## src/sv/wmt_ram.sv

```systemverilog
`default_nettype none
module wmt_ram #(
   parameter int DEPTH = 32,
   parameter int AW    = 5,
   parameter int DW    = 94
) (
   input  wire logic          clock,
   input  wire logic          wr_en,
   input  wire logic [AW-1:0] wr_addr,
   input  wire logic [DW-1:0] wr_data,
   input  wire logic [AW-1:0] rd_addr,
   output logic      [DW-1:0] rd_data
);

   logic [DW-1:0] mem [DEPTH];
   logic [DW-1:0] rd_data_ff;

   // single write port
   always_ff @(posedge clock) begin
      if (wr_en) begin
         mem[wr_addr] <= wr_data;
      end
   end

   // registered read port
   always_ff @(posedge clock) begin
      rd_data_ff <= mem[rd_addr];
   end

   assign rd_data = rd_data_ff;

endmodule
`default_nettype wire
```

## config.mk

```make
export PLATFORM = sky130hd
export DESIGN_NAME = wmt_ram
export DESIGN_NICKNAME = d
export VERILOG_FILES = /design/src/sv/wmt_ram.sv
export SDC_FILE = /design/constraint.sdc
export NUM_CORES = 2
export LEC_CHECK = 0
export BUFFER_PORTS_ARGS = -buffer_cell sky130_fd_sc_hd__buf_4
export CAP_MARGIN = 20
export CORE_AREA = 3 3 593 418
export CTS_BUF_LIST = sky130_fd_sc_hd__clkbuf_4
export CTS_CLUSTER_SIZE = 16
export DETAILED_ROUTE_END_ITERATION = 7
export DIE_AREA = 0 0 596 421
export PLACE_DENSITY = 0.69
export SLEW_MARGIN = 20
export SYNTH_ARGS = -nofsm -noshare
export SYNTH_HDL_FRONTEND = slang
export SYNTH_SLANG_ARGS = --single-unit
```

## constraint.sdc

```tcl
create_clock -name clock -period 13.3 [get_ports clock]
set_clock_uncertainty 0.2 [all_clocks]
set_input_delay 1.33 -clock clock [delete_from_list [all_inputs] [get_ports clock]]
set_output_delay 1.33 -clock clock [all_outputs]
set_load 0.005 [all_outputs]
```

==> results.toml <==
[run_status]
status = "completed"

[synthesis]
yosys.area.top_type = "edfxtp_1"
synth.avg_cell_area_um2 = 21.1
yosysMostFrequentCell = "edfxtp_1"
synth_top_area_share_pct = 77.7
synth.area.mux_share_pct = 13.8
synthFlopType = "edfxtp_1"
synth_compound_area_share_pct = 3.96
synthCells = 5505
synth_fp_nets = 5611
synth_top_family_by_area = "multiplexers"
seq_area_frac_synth_pct = 79.4
synthTopCellsByCount = "edfxtp_1 (3008), mux2i_1 (751), a22oi_1 (490)"
synthAdderAreaFrac_pct = 0
synth_edf_count = 3008
yosys_warnings = 0
synth_seq_cells = 3102
synthDistinctLibCells = 34
synth-xor-area-share_pct = 0
synth_area_um2 = 116000
synthArstFlopShare_pct = 0
synth.top_cells.by_area = "edfxtp_1 (78%), mux4_2 (7.3%), mux2i_1 (6.5%)"
yosys.area_share.simple_pct = 1.51

[clock_tree]
clock_latency_ns = 1.26
postCtsHoldBufs = 0
cts_sinks = 3102
cts_resized = 0
clk_pin_slew_worst_paths_ns = 0.07
cts_tree = "built"
clockBufferDepth = 4
cts-root-buf = "clkbuf_4"
htree_levels = 6
cts_buffers = 710
cts_setup_buffers = 0

[sta]
period_share_pct = 35.1
final-setup-viol-count = 0
fmax_mhz = 214
slew_viol_final = 0
setup-tns-final_ns = 0
setup_ws_ns = 8.63
period_minus_slack_ns = 4.67
rsz0062_at_grt = "no"
tightest_slew_ns = 1.18
hold_viol_final = 0
slew_headroom_pct = 21.2

[setup_path]
crit_type = "input port to flip-flop"
critPathLaunchType = "input port"
crit_path_end_kind = "flip-flop"
worst-endpoint-arrival_ns = 5.55
worst_ep_required_time_ns = 14.18
path_max_fanout = 125

[global_routing]
grt-ovfl-total = 0
grtUsageTotal_pct = 24.0
grt_max_degree = 132
antenna_found_initial = 24
grt_pass1_vias = 60700
grt_pass1_wl_um = 436000

[pwr]
pwr_density_cell_nw_per_um2 = 149
p_clk_share_pct = 39.1
p_comb_share_pct = 4.8
peakVddDrop_uv = 86.9
switchingPower_uw = 4270
power.share.sequential_pct = 56.1
p_int_uw = 15200
p_leak_uw = 0.0437
swShare_pct = 21.9
finalPower_uw = 19500

[worst_hold_path]
min-delay-path-class = "input port to flip-flop"

[route]
met1_length_um = 119000
highest_layer = "met5"
final_antenna_net_count = 0
dr.pass1.iters = 8
avgViaCountPerCell = 6.06
wl_met2_um = 145000
drt_iter0_markers = 7762
dr_wl_met3_um = 33400
wl_per_cell_um = 30.5
dr_total_vias = 60600
drc_errors = 0
drt_wl_total_um = 305000

[cells_and_area]
nFillCells = 18400
nets = 6327
syn_to_final_growth_pct = 12.6
postLayoutCoreUtil_pct = 54.0
drive_above_1_share_pct = 28.0

[placement]
dp_hpwl_um = 142000
gp_congestion = 0.743
port_buffers = 199
place_ws_ns = 7.46

[run]
cap_violations = 0

[floorplan]
dieArea_um2 = 251000
initial_utilization_pct = 48.0
core_um2 = 242000
fp.dieW_um = 596
ios = 200
rows = 151
die_h_um = 421
-- registers in the layout, indices dropped and copies added, names as in the netlist --
signal   flops
mem       3008
rd_data     94
-- metrics by stage --
step	instances	area, um^2	hold WS (ns)
6_report	9994	131000	0.272
5_1_grt	9992	131000	0.163
4_1_cts	9983	131000	0.109
3_5_place_dp	8722	122000	0.400
3_3_place_gp	8721	122000	0.390
2_1_floorplan	5505	116000	0.363
-- cell type report --
| type | count | area (um^2) | area share (%) |
|---|---|---|---|
| Multi-Input combinational cell | 2086 | 22700 | 17.4 |
| Sequential cell | 3102 | 92200 | 70.4 |
| Tap cell | 3213 | 4020 | 3.07 |
| Timing Repair Buffer | 321 | 2660 | 2.03 |
| Antenna cell | 11 | 27.5 | 0.0210 |
| Clock inverter | 166 | 1040 | 0.792 |
| Clock buffer | 1095 | 8220 | 6.28 |
-- final timing paths --
kind	start	end	slack, ns	cells after the start
setup / recovery	rd_addr[0]	rd_data[69]$_DFF_P_	8.63	7
hold / removal	wr_data[10]	mem[8][10]$_DFFE_PP_	0.27	1
setup reg to reg	mem[15][93]$_DFFE_PP_	rd_data[93]$_DFF_P_	11.29	4
hold reg to reg	mem[17][81]$_DFFE_PP_	rd_data[81]$_DFF_P_	0.41	4
-- layer usage --
layer	GRT usage (%)	up-vias
met5	0	-
met4	7.27	18
met3	5.45	453
met2	37.6	3605
met1	33.9	31500
li1	-	25000
-- power by group through the flow --
stage	logic (uW)	registers (uW)	clock network (uW)
finish	938	10900	7610
global route	999	10900	8290
CTS	941	10900	7770
detailed placement	939	11100	0
global placement	920	11100	0
floorplan	506	11100	0
-- cell usage in the layout, fill, tap and decap left out, types with 45 or more instances in the layout --
cell type and instances:
buf_4 300, a22oi_1 490, a22o_1 54, clkbuf_4 1095, a31oi_1 54, nand3_1 182
edfxtp_1 3008, nand4_1 45, clkinv_1 115, mux4_2 377, dfxtp_1 94, mux2i_1 751
-- cells by family (layout without fill, tap and decap cells) --
logic type	count (synthesis)	in the layout
AND/OR/NAND/NOR	339	339
other	0	11
flip-flops	3102	3102
buffers and inverters	317	1582
AO/OA/AOI/OAI	619	619
multiplexers	1128	1128
-- worst max-delay path: stages --
cell and delay, ns:
buf_8 0.32, buf_4 0.84, buf_12 0.76, buf_4 0.86, mux4_2 0.60, a22oi_1 0.31
nand4_1 0.15
(Power assumes the default switching activity.)
